--- config.mk ---
export PLATFORM = sky130hd
export DESIGN_NAME = affine_cipher_letter_core_flat
export DESIGN_NICKNAME = d
export VERILOG_FILES = /design/src/design/acl_pkg.sv /design/src/design/acl_if.sv /design/src/design/acl_ctrl.sv /design/src/design/acl_dp.sv /design/src/design/affine_cipher_letter_core.sv /design/src/flat_wrapper.sv
export SDC_FILE = /design/constraint.sdc
export NUM_CORES = 1
export LEC_CHECK = 0
export BUFFER_PORTS_ARGS = -buffer_cell sky130_fd_sc_hd__buf_4
export CAP_MARGIN = 25
export CORE_UTILIZATION = 50
export DETAILED_ROUTE_END_ITERATION = 10
export PLACE_DENSITY = 0.79
export SLEW_MARGIN = 25
export SYNTH_ARGS = -nofsm -noshare
export SYNTH_HDL_FRONTEND = slang
export SYNTH_SLANG_ARGS = --single-unit
--- constraint.sdc ---
create_clock -name clk -period 13.45 [get_ports clk]
set_clock_uncertainty 0.15 [all_clocks]
set_input_delay 3.3625 -clock clk [delete_from_list [all_inputs] [get_ports clk]]
set_output_delay 3.3625 -clock clk [all_outputs]
set_load 0.01 [all_outputs]
--- src/design/acl_pkg.sv ---
// ----------------------------------------------------------------------------
// acl_pkg
// Shared types, constants and the inverse table for the affine letter cipher.
// ----------------------------------------------------------------------------
package acl_pkg;

	// alphabet size and base letter
	localparam logic [4:0] ALPHA_LEN = 5'd26;
	localparam logic [7:0] LETTER_A  = 8'd97;

	// widths
	localparam int CHAR_W  = 8;
	localparam int KEY_W   = 5;
	localparam int IDX_W   = 2;
	localparam int PROD_W  = 10;
	localparam int QPROD_W = 20;

	// floor(x / 26) as (x * 631) >> 14, exact for x up to 744
	localparam logic [9:0] RECIP_26    = 10'd631;
	localparam int         RECIP_SHIFT = 14;

	// configuration register indexes
	localparam logic [IDX_W-1:0] REG_KEY_A  = 2'd0;
	localparam logic [IDX_W-1:0] REG_KEY_B  = 2'd1;
	localparam logic [IDX_W-1:0] REG_DECRYPT = 2'd2;

	// result status codes
	localparam logic [1:0] STAT_OK         = 2'd0;
	localparam logic [1:0] STAT_NOT_LETTER = 2'd1;
	localparam logic [1:0] STAT_NO_INVERSE = 2'd2;

	// commands from the controller to the datapath
	typedef struct packed {
		logic load;
		logic prep;
		logic mul;
		logic quot;
		logic red;
		logic take;
	} cmd_t;

	// status from the datapath to the controller
	typedef struct packed {
		logic bypass;
		logic slot_free;
	} sts_t;

	// inverse modulo 26: msb is the valid flag, low bits the inverse
	function automatic logic [KEY_W:0] inv_lookup(input logic [KEY_W-1:0] a);
		logic [KEY_W:0] r;
		case (a)
			5'd1:    r = {1'b1, 5'd1};
			5'd3:    r = {1'b1, 5'd9};
			5'd5:    r = {1'b1, 5'd21};
			5'd7:    r = {1'b1, 5'd15};
			5'd9:    r = {1'b1, 5'd3};
			5'd11:   r = {1'b1, 5'd19};
			5'd15:   r = {1'b1, 5'd7};
			5'd17:   r = {1'b1, 5'd23};
			5'd19:   r = {1'b1, 5'd11};
			5'd21:   r = {1'b1, 5'd5};
			5'd23:   r = {1'b1, 5'd17};
			5'd25:   r = {1'b1, 5'd25};
			default: r = {1'b0, 5'd0};
		endcase
		return r;
	endfunction

endpackage

--- src/design/acl_if.sv ---
// ----------------------------------------------------------------------------
// acl_if
// Valid/ready channels for input letters and cipher results.
// ----------------------------------------------------------------------------
interface acl_in_if;
	logic       valid;
	logic       ready;
	logic [7:0] in_char;

	modport source (output valid, output in_char, input ready);
	modport sink   (input valid, input in_char, output ready);
endinterface

interface acl_out_if;
	logic       valid;
	logic       ready;
	logic [7:0] out_char;
	logic [1:0] status;

	modport source (output valid, output out_char, output status, input ready);
	modport sink   (input valid, input out_char, input status, output ready);
endinterface

--- src/design/acl_ctrl.sv ---
// ----------------------------------------------------------------------------
// acl_ctrl
// Sequencer: prepare operands, multiply, reduce modulo 26 (skipped for a bypassed byte), hand off result.
// ----------------------------------------------------------------------------
module acl_ctrl (
	input  logic          clk,
	input  logic          arst_n,
	input  logic          in_valid,
	output logic          in_ready,
	input  acl_pkg::sts_t sts,
	output acl_pkg::cmd_t cmd
);

	typedef enum logic [5:0] {
		ST_IDLE  = 6'b000001,
		ST_PREP  = 6'b000010,
		ST_MUL   = 6'b000100,
		ST_QUOT  = 6'b001000,
		ST_RED   = 6'b010000,
		ST_WRITE = 6'b100000
	} state_t;

	state_t state_q, state_d;

	// state register
	always_ff @(posedge clk or negedge arst_n) begin
		if (!arst_n) begin
			state_q <= ST_IDLE;
		end else begin
			state_q <= state_d;
		end
	end

	// next state and commands
	always_comb begin
		state_d  = state_q;
		in_ready = 1'b0;
		cmd      = '0;
		unique case (state_q)
			ST_IDLE: begin
				in_ready = 1'b1;
				cmd.load = in_valid;
				if (in_valid) state_d = ST_PREP;
			end
			ST_PREP: begin
				cmd.prep = 1'b1;
				state_d  = ST_MUL;
			end
			ST_MUL: begin
				cmd.mul = 1'b1;
				state_d = sts.bypass ? ST_WRITE : ST_QUOT;
			end
			ST_QUOT: begin
				cmd.quot = 1'b1;
				state_d  = ST_RED;
			end
			ST_RED: begin
				cmd.red = 1'b1;
				state_d = ST_WRITE;
			end
			ST_WRITE: begin
				cmd.take = sts.slot_free;
				if (sts.slot_free) state_d = ST_IDLE;
			end
			default: state_d = ST_IDLE;
		endcase
	end

`ifndef SYNTHESIS
	a_accept_to_prep: assert property (@(posedge clk) disable iff (!arst_n)
		(in_valid && in_ready) |=> (state_q == ST_PREP))
		else $error("accepted transaction did not start preparation");

	a_red_ends: assert property (@(posedge clk) disable iff (!arst_n)
		(state_q == ST_RED) |=> (state_q == ST_WRITE))
		else $error("reduction did not end after its single step");

	a_take_to_idle: assert property (@(posedge clk) disable iff (!arst_n)
		cmd.take |=> (state_q == ST_IDLE && in_ready))
		else $error("controller not idle after result hand-off");
`endif

endmodule

--- src/design/acl_dp.sv ---
// ----------------------------------------------------------------------------
// acl_dp
// Key registers, operand selection, multiplier, remainder unit, result slot.
// ----------------------------------------------------------------------------
module acl_dp (
	input  logic                         clk,
	input  logic                         arst_n,
	input  logic                         cfg_wr_en,
	input  logic [acl_pkg::IDX_W-1:0]    cfg_index,
	input  logic [acl_pkg::KEY_W-1:0]    cfg_data,
	input  logic [acl_pkg::CHAR_W-1:0]   in_char,
	input  acl_pkg::cmd_t                cmd,
	output acl_pkg::sts_t                sts,
	output logic                         out_valid,
	input  logic                         out_ready,
	output logic [acl_pkg::CHAR_W-1:0]   out_char,
	output logic [1:0]                   status
);

	logic [acl_pkg::KEY_W-1:0]  key_a_q, key_b_q;
	logic                       decrypt_q;
	logic [acl_pkg::CHAR_W-1:0] char_q;
	logic [acl_pkg::KEY_W-1:0]  m_q, n_q, add_q;
	logic [1:0]                 stat_q;
	logic [acl_pkg::PROD_W-1:0] rem_q;
	logic [acl_pkg::KEY_W-1:0]  q_q;
	logic                       out_valid_q;
	logic [acl_pkg::CHAR_W-1:0] out_char_q;
	logic [1:0]                 status_q;

	logic [acl_pkg::KEY_W-1:0]   a_red, b_red, p, d, inv;
	logic                        inv_ok, is_letter;
	logic [acl_pkg::KEY_W:0]     inv_entry, p_plus;
	logic [acl_pkg::QPROD_W-1:0] qprod;

	// configuration registers
	always_ff @(posedge clk or negedge arst_n) begin
		if (!arst_n) begin
			key_a_q   <= 5'd1;
			key_b_q   <= 5'd0;
			decrypt_q <= 1'b0;
		end else if (cfg_wr_en) begin
			unique case (cfg_index)
				acl_pkg::REG_KEY_A:   key_a_q   <= cfg_data;
				acl_pkg::REG_KEY_B:   key_b_q   <= cfg_data;
				acl_pkg::REG_DECRYPT: decrypt_q <= cfg_data[0];
				default: ;
			endcase
		end
	end

	// key reduction, letter check and inverse lookup
	always_comb begin
		a_red     = (key_a_q >= acl_pkg::ALPHA_LEN) ? key_a_q - acl_pkg::ALPHA_LEN : key_a_q;
		b_red     = (key_b_q >= acl_pkg::ALPHA_LEN) ? key_b_q - acl_pkg::ALPHA_LEN : key_b_q;
		is_letter = (char_q >= acl_pkg::LETTER_A) &&
		            (char_q < acl_pkg::LETTER_A + 8'(acl_pkg::ALPHA_LEN));
		p         = acl_pkg::KEY_W'(char_q - acl_pkg::LETTER_A);
		inv_entry = acl_pkg::inv_lookup(a_red);
		inv_ok    = inv_entry[acl_pkg::KEY_W];
		inv       = inv_entry[acl_pkg::KEY_W-1:0];
		// (p - b) mod 26 without going negative
		p_plus    = {1'b0, p} + {1'b0, acl_pkg::ALPHA_LEN} - {1'b0, b_red};
		d         = (p >= b_red) ? p - b_red : p_plus[acl_pkg::KEY_W-1:0];
		// quotient estimate by reciprocal multiplication
		qprod     = acl_pkg::QPROD_W'(rem_q) * acl_pkg::QPROD_W'(acl_pkg::RECIP_26);
	end

	// operand, product, quotient and remainder registers
	always_ff @(posedge clk) begin
		if (cmd.load) char_q <= in_char;
		if (cmd.prep) begin
			m_q   <= decrypt_q ? inv : a_red;
			n_q   <= decrypt_q ? d : p;
			add_q <= decrypt_q ? '0 : b_red;
			if (!is_letter) stat_q <= acl_pkg::STAT_NOT_LETTER;
			else if (decrypt_q && !inv_ok) stat_q <= acl_pkg::STAT_NO_INVERSE;
			else stat_q <= acl_pkg::STAT_OK;
		end
		if (cmd.quot) q_q <= qprod[acl_pkg::RECIP_SHIFT +: acl_pkg::KEY_W];
		if (cmd.mul) begin
			rem_q <= acl_pkg::PROD_W'(m_q) * acl_pkg::PROD_W'(n_q) + acl_pkg::PROD_W'(add_q);
		end else if (cmd.red) begin
			rem_q <= rem_q - acl_pkg::PROD_W'(q_q) * acl_pkg::PROD_W'(acl_pkg::ALPHA_LEN);
		end
	end

	// result slot
	always_ff @(posedge clk or negedge arst_n) begin
		if (!arst_n) begin
			out_valid_q <= 1'b0;
		end else if (cmd.take) begin
			out_valid_q <= 1'b1;
		end else if (out_ready) begin
			out_valid_q <= 1'b0;
		end
	end

	always_ff @(posedge clk) begin
		if (cmd.take) begin
			out_char_q <= (stat_q == acl_pkg::STAT_OK) ?
			              acl_pkg::LETTER_A + acl_pkg::CHAR_W'(rem_q[acl_pkg::KEY_W-1:0]) :
			              char_q;
			status_q   <= stat_q;
		end
	end

	assign sts.bypass    = (stat_q != acl_pkg::STAT_OK);
	assign sts.slot_free = !out_valid_q || out_ready;
	assign out_valid     = out_valid_q;
	assign out_char      = out_char_q;
	assign status        = status_q;

`ifndef SYNTHESIS
	a_rem_reduced: assert property (@(posedge clk) disable iff (!arst_n)
		(cmd.take && stat_q == acl_pkg::STAT_OK) |-> (rem_q < 10'(acl_pkg::ALPHA_LEN)))
		else $error("remainder not reduced below 26 at hand-off");

	a_take_slot_free: assert property (@(posedge clk) disable iff (!arst_n)
		cmd.take |-> (!out_valid_q || out_ready))
		else $error("result written over a pending transaction");
`endif

endmodule

--- src/design/affine_cipher_letter_core.sv ---
// sequence: an accepted letter is prepared, multiplied, divided by 26 for a quotient
// and reduced before hand-off; a passed-through byte or a key with no inverse skips
// quotient and reduction; hand-off waits while the output slot is still full, and
// a new byte is accepted only after the previous result has been handed off
// reset: arst_n clears state and restores key_a 1, key_b 0, encrypt mode
// ----------------------------------------------------------------------------
// affine_cipher_letter_core
// Affine cipher on lower-case letter bytes, mod 26, encrypt or decrypt; other bytes pass through.
// ----------------------------------------------------------------------------
module affine_cipher_letter_core (
	input  logic                       clk,
	input  logic                       arst_n,
	input  logic                       cfg_wr_en,
	input  logic [acl_pkg::IDX_W-1:0]  cfg_index,
	input  logic [acl_pkg::KEY_W-1:0]  cfg_data,
	acl_in_if.sink                     text_ch,
	acl_out_if.source                  result_ch
);

	acl_pkg::cmd_t cmd;
	acl_pkg::sts_t sts;

	// controller
	acl_ctrl u_ctrl (
		.clk      (clk),
		.arst_n   (arst_n),
		.in_valid (text_ch.valid),
		.in_ready (text_ch.ready),
		.sts      (sts),
		.cmd      (cmd)
	);

	// datapath
	acl_dp u_dp (
		.clk       (clk),
		.arst_n    (arst_n),
		.cfg_wr_en (cfg_wr_en),
		.cfg_index (cfg_index),
		.cfg_data  (cfg_data),
		.in_char   (text_ch.in_char),
		.cmd       (cmd),
		.sts       (sts),
		.out_valid (result_ch.valid),
		.out_ready (result_ch.ready),
		.out_char  (result_ch.out_char),
		.status    (result_ch.status)
	);

endmodule
--- src/flat_wrapper.sv ---
// flat-port wrapper written by rule: the top's interface ports become plain ports
module affine_cipher_letter_core_flat 
  (clk, arst_n, cfg_wr_en, cfg_index, cfg_data, text_ch_valid, text_ch_in_char, text_ch_ready, result_ch_valid, result_ch_out_char, result_ch_status, result_ch_ready);
  acl_in_if text_ch_i ();
  acl_out_if result_ch_i ();
  input  logic clk;
  input  logic arst_n;
  input  logic cfg_wr_en;
  input  logic [acl_pkg::IDX_W-1:0] cfg_index;
  input  logic [acl_pkg::KEY_W-1:0] cfg_data;
  input wire logic [$bits(text_ch_i.valid)-1:0] text_ch_valid;
  input wire logic [$bits(text_ch_i.in_char)-1:0] text_ch_in_char;
  output wire logic [$bits(text_ch_i.ready)-1:0] text_ch_ready;
  output wire logic [$bits(result_ch_i.valid)-1:0] result_ch_valid;
  output wire logic [$bits(result_ch_i.out_char)-1:0] result_ch_out_char;
  output wire logic [$bits(result_ch_i.status)-1:0] result_ch_status;
  input wire logic [$bits(result_ch_i.ready)-1:0] result_ch_ready;
  assign text_ch_i.valid = text_ch_valid;
  assign text_ch_i.in_char = text_ch_in_char;
  assign text_ch_ready = text_ch_i.ready;
  assign result_ch_valid = result_ch_i.valid;
  assign result_ch_out_char = result_ch_i.out_char;
  assign result_ch_status = result_ch_i.status;
  assign result_ch_i.ready = result_ch_ready;
  affine_cipher_letter_core u_core (.clk(clk), .arst_n(arst_n), .cfg_wr_en(cfg_wr_en), .cfg_index(cfg_index), .cfg_data(cfg_data), .text_ch(text_ch_i), .result_ch(result_ch_i));
endmodule
* Yosys cells after proc, flatten, opt, wreduce, memory -nomap -nowiden
Memories as Yosys holds them, arrays and structs flattened. Index checks and enable logic that the tools add are counted.
Cells by class: $lt $le $gt $ge 5, eq/ne operators 10, multipliers 3, muxes and demuxes 22, reductions and logical operators 14, $add $sub $neg 9
Operator list (count):
- 6-bit one-hot mux with 6 select lines | 1
- 5-bit two-way mux | 5
- 10-bit two-way mux | 2
- 10-bit by 10-bit multiplier with 19-bit output, second input constant | 1
- 6-bit two-way mux | 3
- 10-bit by 5-bit adder with 10-bit output | 1
- 5-bit >= comparator, second input constant | 2
- 5-bit by 5-bit multiplier with 10-bit output | 1
- 10-bit subtractor | 1
- 5-bit subtractor | 2
- 5-bit subtractor, second input constant | 2
- 5-bit by 4-bit multiplier with 9-bit output, second input constant | 1
- 1-bit two-way mux | 9
- 7-bit by 5-bit adder with 8-bit output, first input constant | 1
- 8-bit by 7-bit >= comparator with 1-bit output, second input constant | 1
- 8-bit by 7-bit less-than comparator with 1-bit output, second input constant | 1
- 8-bit two-way mux | 1
- 2-bit AND reduction | 4
- 6-bit by 1-bit == test with 1-bit output, second input constant | 1
- 6-bit by 2-bit == test with 1-bit output, second input constant | 1
- 6-bit by 3-bit == test with 1-bit output, second input constant | 1
- 6-bit by 4-bit == test with 1-bit output, second input constant | 1
- 6-bit by 5-bit == test with 1-bit output, second input constant | 1
- 6-bit == test, second input constant | 1
- 12 further kinds | 18
Storage, ports and cells: register bits after elaboration 68, memory bits (read-only) 192, input port bits 20, memories 1, output and inout bits 12
Memories:
- (no name shown) | words 32, width 6, read ports 1, clocked after memory_dff 0, write ports 0, RTL line acl_pkg.sv:51 | case (a)

* Longest topological paths before layout
Gate-level depths: netlist of run 1. An unclocked memory read counts as a cell.
word-level depth 6, depth in mapped cells 16, mapped depth without buffers 16

* Hierarchy
A second synthesis of run 1 with hierarchy kept.
Unflattened totals: cells, all modules 668, area total of the unflattened synthesis 6801.5 um^2
Modules (own cells, without submodules):
- acl_dp | cells an instance 634, sequential area each 1803.0 um^2, area each 6454.9 um^2, instances 1
- acl_ctrl | cells an instance 34, sequential area each 151.4 um^2, area each 346.6 um^2, instances 1

* Worst setup path before layout of run 1
OpenSTA, ideal clock, no wires.
path kind register to output, start register u_core.u_ctrl.state_q[3], end output text_ch_ready, stages on the path, launching flop included 4, path buffers 1, required time 9938 ps, arrival time 914 ps, slack 9023 ps, cells stage by stage dfrtp_1 -> clkbuf_1 -> nor3_1 -> and3_1
On the way: longest elaborated chain between the ends 2
RTL lines:
- start: declaration | RTL line acl_ctrl.sv:23 | state_t state_q, state_d;
- start signal: assignment | RTL line acl_ctrl.sv:30 | state_q <= state_d;
- 6-bit by 1-bit == test with 1-bit output | RTL line acl_ctrl.sv:39 | unique case (state_q)
- 1-bit two-way mux | RTL line acl_ctrl.sv:39
- end: declaration | RTL line flat_wrapper.sv:13 | output wire logic [$bits(text_ch_i.ready)-1:0] text_ch_ready;
Every way passes these cells.

* Final worst setup path of run 1
start register u_core.u_ctrl.state_q[2], end output text_ch_ready
Same word-level chain as after synthesis.

==> results of run 1 <==
[sequential cells by signal (all words and copies together), names as in the netlist]
register               flops
u_core.u_dp.decrypt_q      1
u_core.u_dp.rem_q         10
u_core.u_dp.add_q          5
u_core.u_dp.q_q            5
u_core.u_dp.status         2
u_core.u_dp.m_q            5
u_core.u_dp.n_q            5
u_core.u_dp.key_a_q        5
u_core.u_dp.out_char       8
u_core.u_dp.out_valid      1
u_core.u_dp.stat_q         2
u_core.u_ctrl.state_q      6
u_core.u_dp.key_b_q        5
u_core.u_dp.char_q         8
[stage by stage]
step                cell area, sq um  instances
global placement                7431        894
floorplan                       7002        695
finish                          7712        910
CTS                             7712        910
detailed placement              7431        894
global route                    7712        910
[critical path, stage by stage, from the launching register on]
cell and delay (ns):
dfrtp_1 0.50, nor3_1 0.27, and3_1 0.22, buf_4 0.14
[where the power goes]
group / internal, mW / leakage (nW) / switching, mW
clock network: 0.135 / 0.141 / 0.0882
registers: 0.273 / 0.676 / 0.0349
logic: 0.320 / 2.84 / 0.426
[cells in the final DEF, fill, tap and decap left out, types with 5 or more instances in the layout]
cell and n:
inv_1 119, ha_1 113, fa_1 53, edfxtp_1 50
nand2_1 39, o21ai_0 38, nor2_1 36, buf_4 32
a21oi_1 28, and2_1 19, xnor2_1 17, xor2_1 17
dfrtp_1 16, o21a_1 11, nor3_1 10, a211oi_1 10
nor2b_1 10, clkbuf_16 10, a21o_1 8, mux2_2 8
o211ai_1 6, nand3_1 5, nand3b_1 5
[final timing paths]
path                                                             end  slack, ns
worst max-delay path                                   text_ch_ready       8.47
worst min-delay path                 u_core.u_dp.status[0]$_DFFE_PP_       0.33
worst max register to register          u_core.u_dp.q_q[3]$_DFFE_PN_       8.58
worst min register to register       u_core.u_dp.status[0]$_DFFE_PP_       0.33
max in group asynchronous       u_core.u_ctrl.state_q[0]$_DFFE_PN1P_      10.15
min in group asynchronous         u_core.u_dp.key_b_q[2]$_DFFE_PN0P_       2.74
[layout make-up]
class                      instances  area [sq um]  share of cell area (%)
clock buffer                      12         257.7                   3.342
clock inverter                     4         23.77                  0.3082
inverter                         119         446.7                   5.792
multi-input combinational        499          4569                   59.25
sequential                        68          1954                   25.34
tap                              176         220.2                   2.855
timing repair buffer              32         240.2                   3.115
[cells by family after synthesis]
logic type / after synthesis
buffers and inverters: 128
AND/OR/NAND/NOR: 149
XOR/XNOR: 34
flip-flops: 68
multiplexers: 11
adder cells (fa/ha/maj): 166
AO/OA/AOI/OAI: 139
[per-layer routing]
layer  track usage (%)  up-vias
li1                  -     2460
met1             25.81     2495
met2             38.33      140
met3             3.113       33
met4             7.562        0
met5                 0        -
==> impl_metrics.tcl, run 1 <==
set metrics [dict create \
    drt-initial-drc-count 236 \
    holdCritPathClass "flop to flop" \
    dieArea_sq_um 14480 \
    worstPathArrival_ns 1.47 \
    cts.repair.resized 0 \
    synth_edf_count 50 \
    syn_area_per_cell_sq_um 10.07 \
    cp_max_fo 12 \
    postCtsSetupBuffers 0 \
    io_buffers 31 \
    async_flop_share_pct 26.47 \
    root_buffer "clkbuf_16" \
    viasPerCell 5.635 \
    ioPinCount 32 \
    setup.worst_path.start "u_core.u_ctrl.state_q[2]$_DFFE_PN0P_" \
    pre_cts_ws_ns 8.619 \
    initial_core_util_pct 52.05 \
    clock_path_buffers 2 \
    finalMaxSlewViolations 0 \
    yosysMostFrequentCell "inv_1" \
    synth_top_family_by_area "adder cells" \
    grt_setup_unrepaired "no" \
    yosysWarnings 0 \
    cp.required_ns 9.94 \
    detail-route-antenna-nets 0 \
    tritoncts.num_buffers 9 \
    tightest_slew_ns 0.9922 \
    fin_nets 915 \
    die_w_microns 120.3 \
    grt-ovfl-total 0 \
    yosys.area_share.simple_pct 10.81 \
    power_density_nw_per_um2 165.7 \
    clock_sinks 68 \
    antenna_found_initial 0 \
    avgRoutedWirePerCell_microns 15.93 \
    die_h_microns 120.3 \
    cts_tree "done" \
    syn_nets 881 \
    grt_start_max_net_pins 19 \
    clkLatencyLatePin_ns 0.34 \
    wl_met1_microns 6183 \
    synth_area_sq_um 7002 \
    core_area_sq_um 13450 \
    synth_mux_area_share_pct 1.716 \
    power.total_mw 1.278 \
    critPathKind "flop to output port" \
    gp_congestion 0.8665 \
    ir_drop_v 0.0001534 \
    gr-usage-all-layers_pct 21.29 \
    fin_hold_ws_ns 0.3318 \
    fin_ws_ns 8.465 \
    synth_top_area_share_pct 21.44 \
    row_count 42 \
    wirelength_microns 14490 \
    hold_path_depth 0 \
    fin_crit_sh_pct 37.06 \
    post-synth-top-area-cell "edfxtp_1" \
    fmax_mhz 200.6 \
    routed-via-count 5128 \
    p_leak_nw 3.656 \
    drive_gt1_share_pct 8.992 \
    drv_cap 0 \
    diodes 0 \
    wl_met3_microns 627 \
    ys_seq_elements 68 \
    remaining_drc_errors 0 \
    synth_compound_area_share_pct 13.06 \
    grt_pass1_wl_microns 24090 \
    htree_levels 3 \
    min_period_ns 4.985 \
    yosys.area_share.xor_xnor_pct 4.253 \
    syn_inst 695 \
    synthAdderAreaFrac_pct 35.35 \
    startpoint_type "flop" \
    postLayoutCoreUtil_pct 57.33 \
    r2r-start "u_core.u_dp.rem_q[2]$_DFFE_PN_" \
    routed.top_layer "met4" \
    syn_to_final_growth_pct 10.15 \
    setup_viol 0 \
    fillers 1115 \
    yosysSeqAreaShare_pct 27.91 \
    clk_pin_slew_worst_paths_ns 0.06 \
    synthTopCellsByCount "119 x inv_1, 113 x ha_1, 53 x fa_1" \
    slew_headroom_pct 33.61 \
    hpwl_microns 11750 \
    synthDistinctLibCells 55 \
    dr.pass1.iters 5 \
    hold_buffers 0 \
    endpoint_kind "output port" \
    dr_wl_met2_microns 7355 \
    final_hold_viol_count 0 \
    synthFlopType "edfxtp_1" \
    status "completed" \
    grt_pass1_vias 5298 \
    synth_area_leaders "edfxtp_1 21%, ha_1 20%, fa_1 15%" \
    min-delay-start "u_core.u_dp.stat_q[0]$_SDFFCE_PN1P_" \
    reg2reg_depth 16 \
    tns_ns 0 \
]
(Power assumes the default switching activity.)
==> run 2: changes to the inputs <==
- clock period: 13.45 -> 4.6 ns (I/O delays scaled with it)
==> run 2 against run 1 <==
Compared with the run above:
- global-route usage increased by 1.3 points
- routed wire length increased by 9.0%
- die area unchanged
- sequential power increased to 2.9 times the previous value
- sequential share of layout area decreased by 1.1 points
- flip-flop and latch count unchanged
- register-to-register slack got worse by 8.5 ns
- clock power increased to 3.2 times the previous value
- non-clock buffer count increased by 24
- design area increased by 4.3%
- worst setup slack got worse by 8.4 ns
- utilization increased by 2.5 points
- largest cell class unchanged
==> impl_metrics.tcl, run 2 (synthesis results as in run 1) <==
set metrics [dict create \
    clkLatencyLatePin_ns 0.34 \
    hpwl_microns 11920 \
    reg2reg_depth 15 \
    dieArea_sq_um 14480 \
    final_common_cell "inv_1" \
    cp_max_fo 5 \
    grt_pass1_wl_microns 25430 \
    fin_hold_ws_ns 0.3506 \
    place_inst 903 \
    cp.buffers_inverters 3 \
    finalMaxSlewViolations 0 \
    diodes 0 \
    r2r_end "u_core.u_dp.q_q[3]$_DFFE_PN_" \
    drt-initial-drc-count 247 \
    final_hold_viol_count 0 \
    startpoint_type "flop" \
    hold_buffers 0 \
    antenna_found_initial 0 \
    grt_pass1_vias 5412 \
    status "completed" \
    viasPerCell 5.649 \
    tritoncts.num_buffers 9 \
    root_buffer "clkbuf_16" \
    power_density_nw_per_um2 497.7 \
    layout_common_cells "116 x inv_1, 108 x ha_1, 52 x buf_4" \
    gr-usage-all-layers_pct 22.55 \
    worstPathArrival_ns 4.55 \
    hold_path_depth 0 \
    fin_crit_sh_pct 98.22 \
    fin_ws_ns 0.08198 \
    ioPinCount 32 \
    fin_nets 939 \
    largest_reg_flops 10 \
    slowest_stage "fa_1" \
    syn_to_final_growth_pct 14.94 \
    clock_sinks 68 \
    dr_wl_met2_microns 8294 \
    routed-via-count 5276 \
    clk_pin_slew_worst_paths_ns 0.06 \
    endpoint_kind "flop" \
    setup_viol 0 \
    top_register "u_core.u_dp.rem_q" \
    initial_core_util_pct 52.05 \
    critPathKind "flop to flop" \
    min_period_ns 4.518 \
    final_cells 934 \
    pre_cts_ws_ns -0.1289 \
    dr.pass1.iters 5 \
    slew_headroom_pct 35.17 \
    die_h_microns 120.3 \
    r2r-start "u_core.u_dp.rem_q[4]$_DFFE_PN_" \
    clock_path_buffers 2 \
    die_w_microns 120.3 \
    min-delay-start "u_core.u_dp.stat_q[0]$_SDFFCE_PN1P_" \
    cp.required_ns 4.64 \
    slowest_delay_ns 0.56 \
    routed.top_layer "met4" \
    postLayoutCoreUtil_pct 59.82 \
    holdCritPathClass "flop to flop" \
    ir_drop_v 0.0004765 \
    avgRoutedWirePerCell_microns 16.92 \
    cts_tree "done" \
    crit_family "adder cells" \
    detail-route-antenna-nets 0 \
    core_area_sq_um 13450 \
    gp_congestion 0.8365 \
    cpMostUsedCell "fa_1" \
    drive_gt1_share_pct 14.38 \
    grt-ovfl-total 0 \
    p_leak_nw 3.772 \
    wirelength_microns 15800 \
    wl_met1_microns 6620 \
    io_buffers 31 \
    drv_cap 0 \
    worst_hold_path.endpoint "u_core.u_dp.status[0]$_DFFE_PP_" \
    htree_levels 3 \
    fmax_mhz 221.3 \
    wl_met3_microns 681 \
    tightest_slew_ns 0.9688 \
    row_count 42 \
    grt_start_max_net_pins 19 \
    reg2reg_setup_slack_ns 0.08 \
    remaining_drc_errors 0 \
    crit_chain "buf_6 > ha_1 > fa_1 > ha_1 > fa_1 > inv_1 > fa_1 > inv_1 > ha_4 > nand3_1 > nand2_2 > a41oi_4 > o21ai_4 > or3_1 > o211ai_1" \
]
==> run 2: cell types whose count changed in the layout (fill, tap and decap cells not counted), sizes merged <==
cell,change
buf,+24
clkbuf,-2
bufinv,+1
clkinv,-1
clkinvlp,+2
==> run 2: where the power goes <==
part	switching, mW	internal [mW]
clock network	0.281	0.433
logic	1.35	1.04
registers	0.0993	0.799
total	1.73	2.28
==> run 2: what timing repair did <==
item	in CTS	in global routing
setup buffers	6	9
endpoints found under the setup margin	5	5
pin swaps	0	17
resized for setup	3	22
==> run 2: how the worst max path moves through the flow <==
| stage | start | end | slack [ns] | cells after the start |
|---|---|---|---|---|
| 2_1_floorplan | u_core.u_dp.rem_q[5]$_DFFE_PN_ | u_core.u_dp.q_q[4]$_DFFE_PN_ | 0.18 | 14 |
| 3_3_place_gp | u_core.u_dp.rem_q[5]$_DFFE_PN_ | u_core.u_dp.q_q[4]$_DFFE_PN_ | 0.08 | 14 |
| 3_5_place_dp | u_core.u_dp.rem_q[1]$_DFFE_PN_ | u_core.u_dp.q_q[3]$_DFFE_PN_ | -0.13 | 16 |
| 4_1_cts | u_core.u_dp.rem_q[1]$_DFFE_PN_ | u_core.u_dp.q_q[3]$_DFFE_PN_ | 0.02 | 17 |
| 5_1_grt | u_core.u_dp.rem_q[4]$_DFFE_PN_ | u_core.u_dp.q_q[3]$_DFFE_PN_ | -0.06 | 15 |
| 6_report | u_core.u_dp.rem_q[4]$_DFFE_PN_ | u_core.u_dp.q_q[3]$_DFFE_PN_ | 0.08 | 15 |
==> run 2: metrics by stage <==
| stage | total power, mW | setup TNS (ns) | instance area, sq um |
|---|---|---|---|
| floorplan | 2.552 | 0 | 7002 |
| global placement | 2.910 | 0 | 7498 |
| detailed placement | 3.049 | -0.3942 | 7505 |
| CTS | 3.865 | 0 | 7881 |
| global route | 4.333 | -0.1611 | 8048 |
| finish | 4.005 | 0 | 8048 |
==> run 2: layout make-up <==
cell class	instances	area, sq um
timing repair buffer	56	435.4
inverter	119	446.7
clock inverter	6	63.81
clock buffer	10	239.0
sequential	68	1954
tap	176	220.2
fill	1085	5405
multi-input combinational	499	4688
==> run 2: routing by layer <==
layer | vias to the layer above | GRT usage, %
met1 | 2581 | 27.71
met4 | 0 | 6.173
met5 | - | 0
met3 | 18 | 3.396
met2 | 155 | 40.98
li1 | 2522 | -
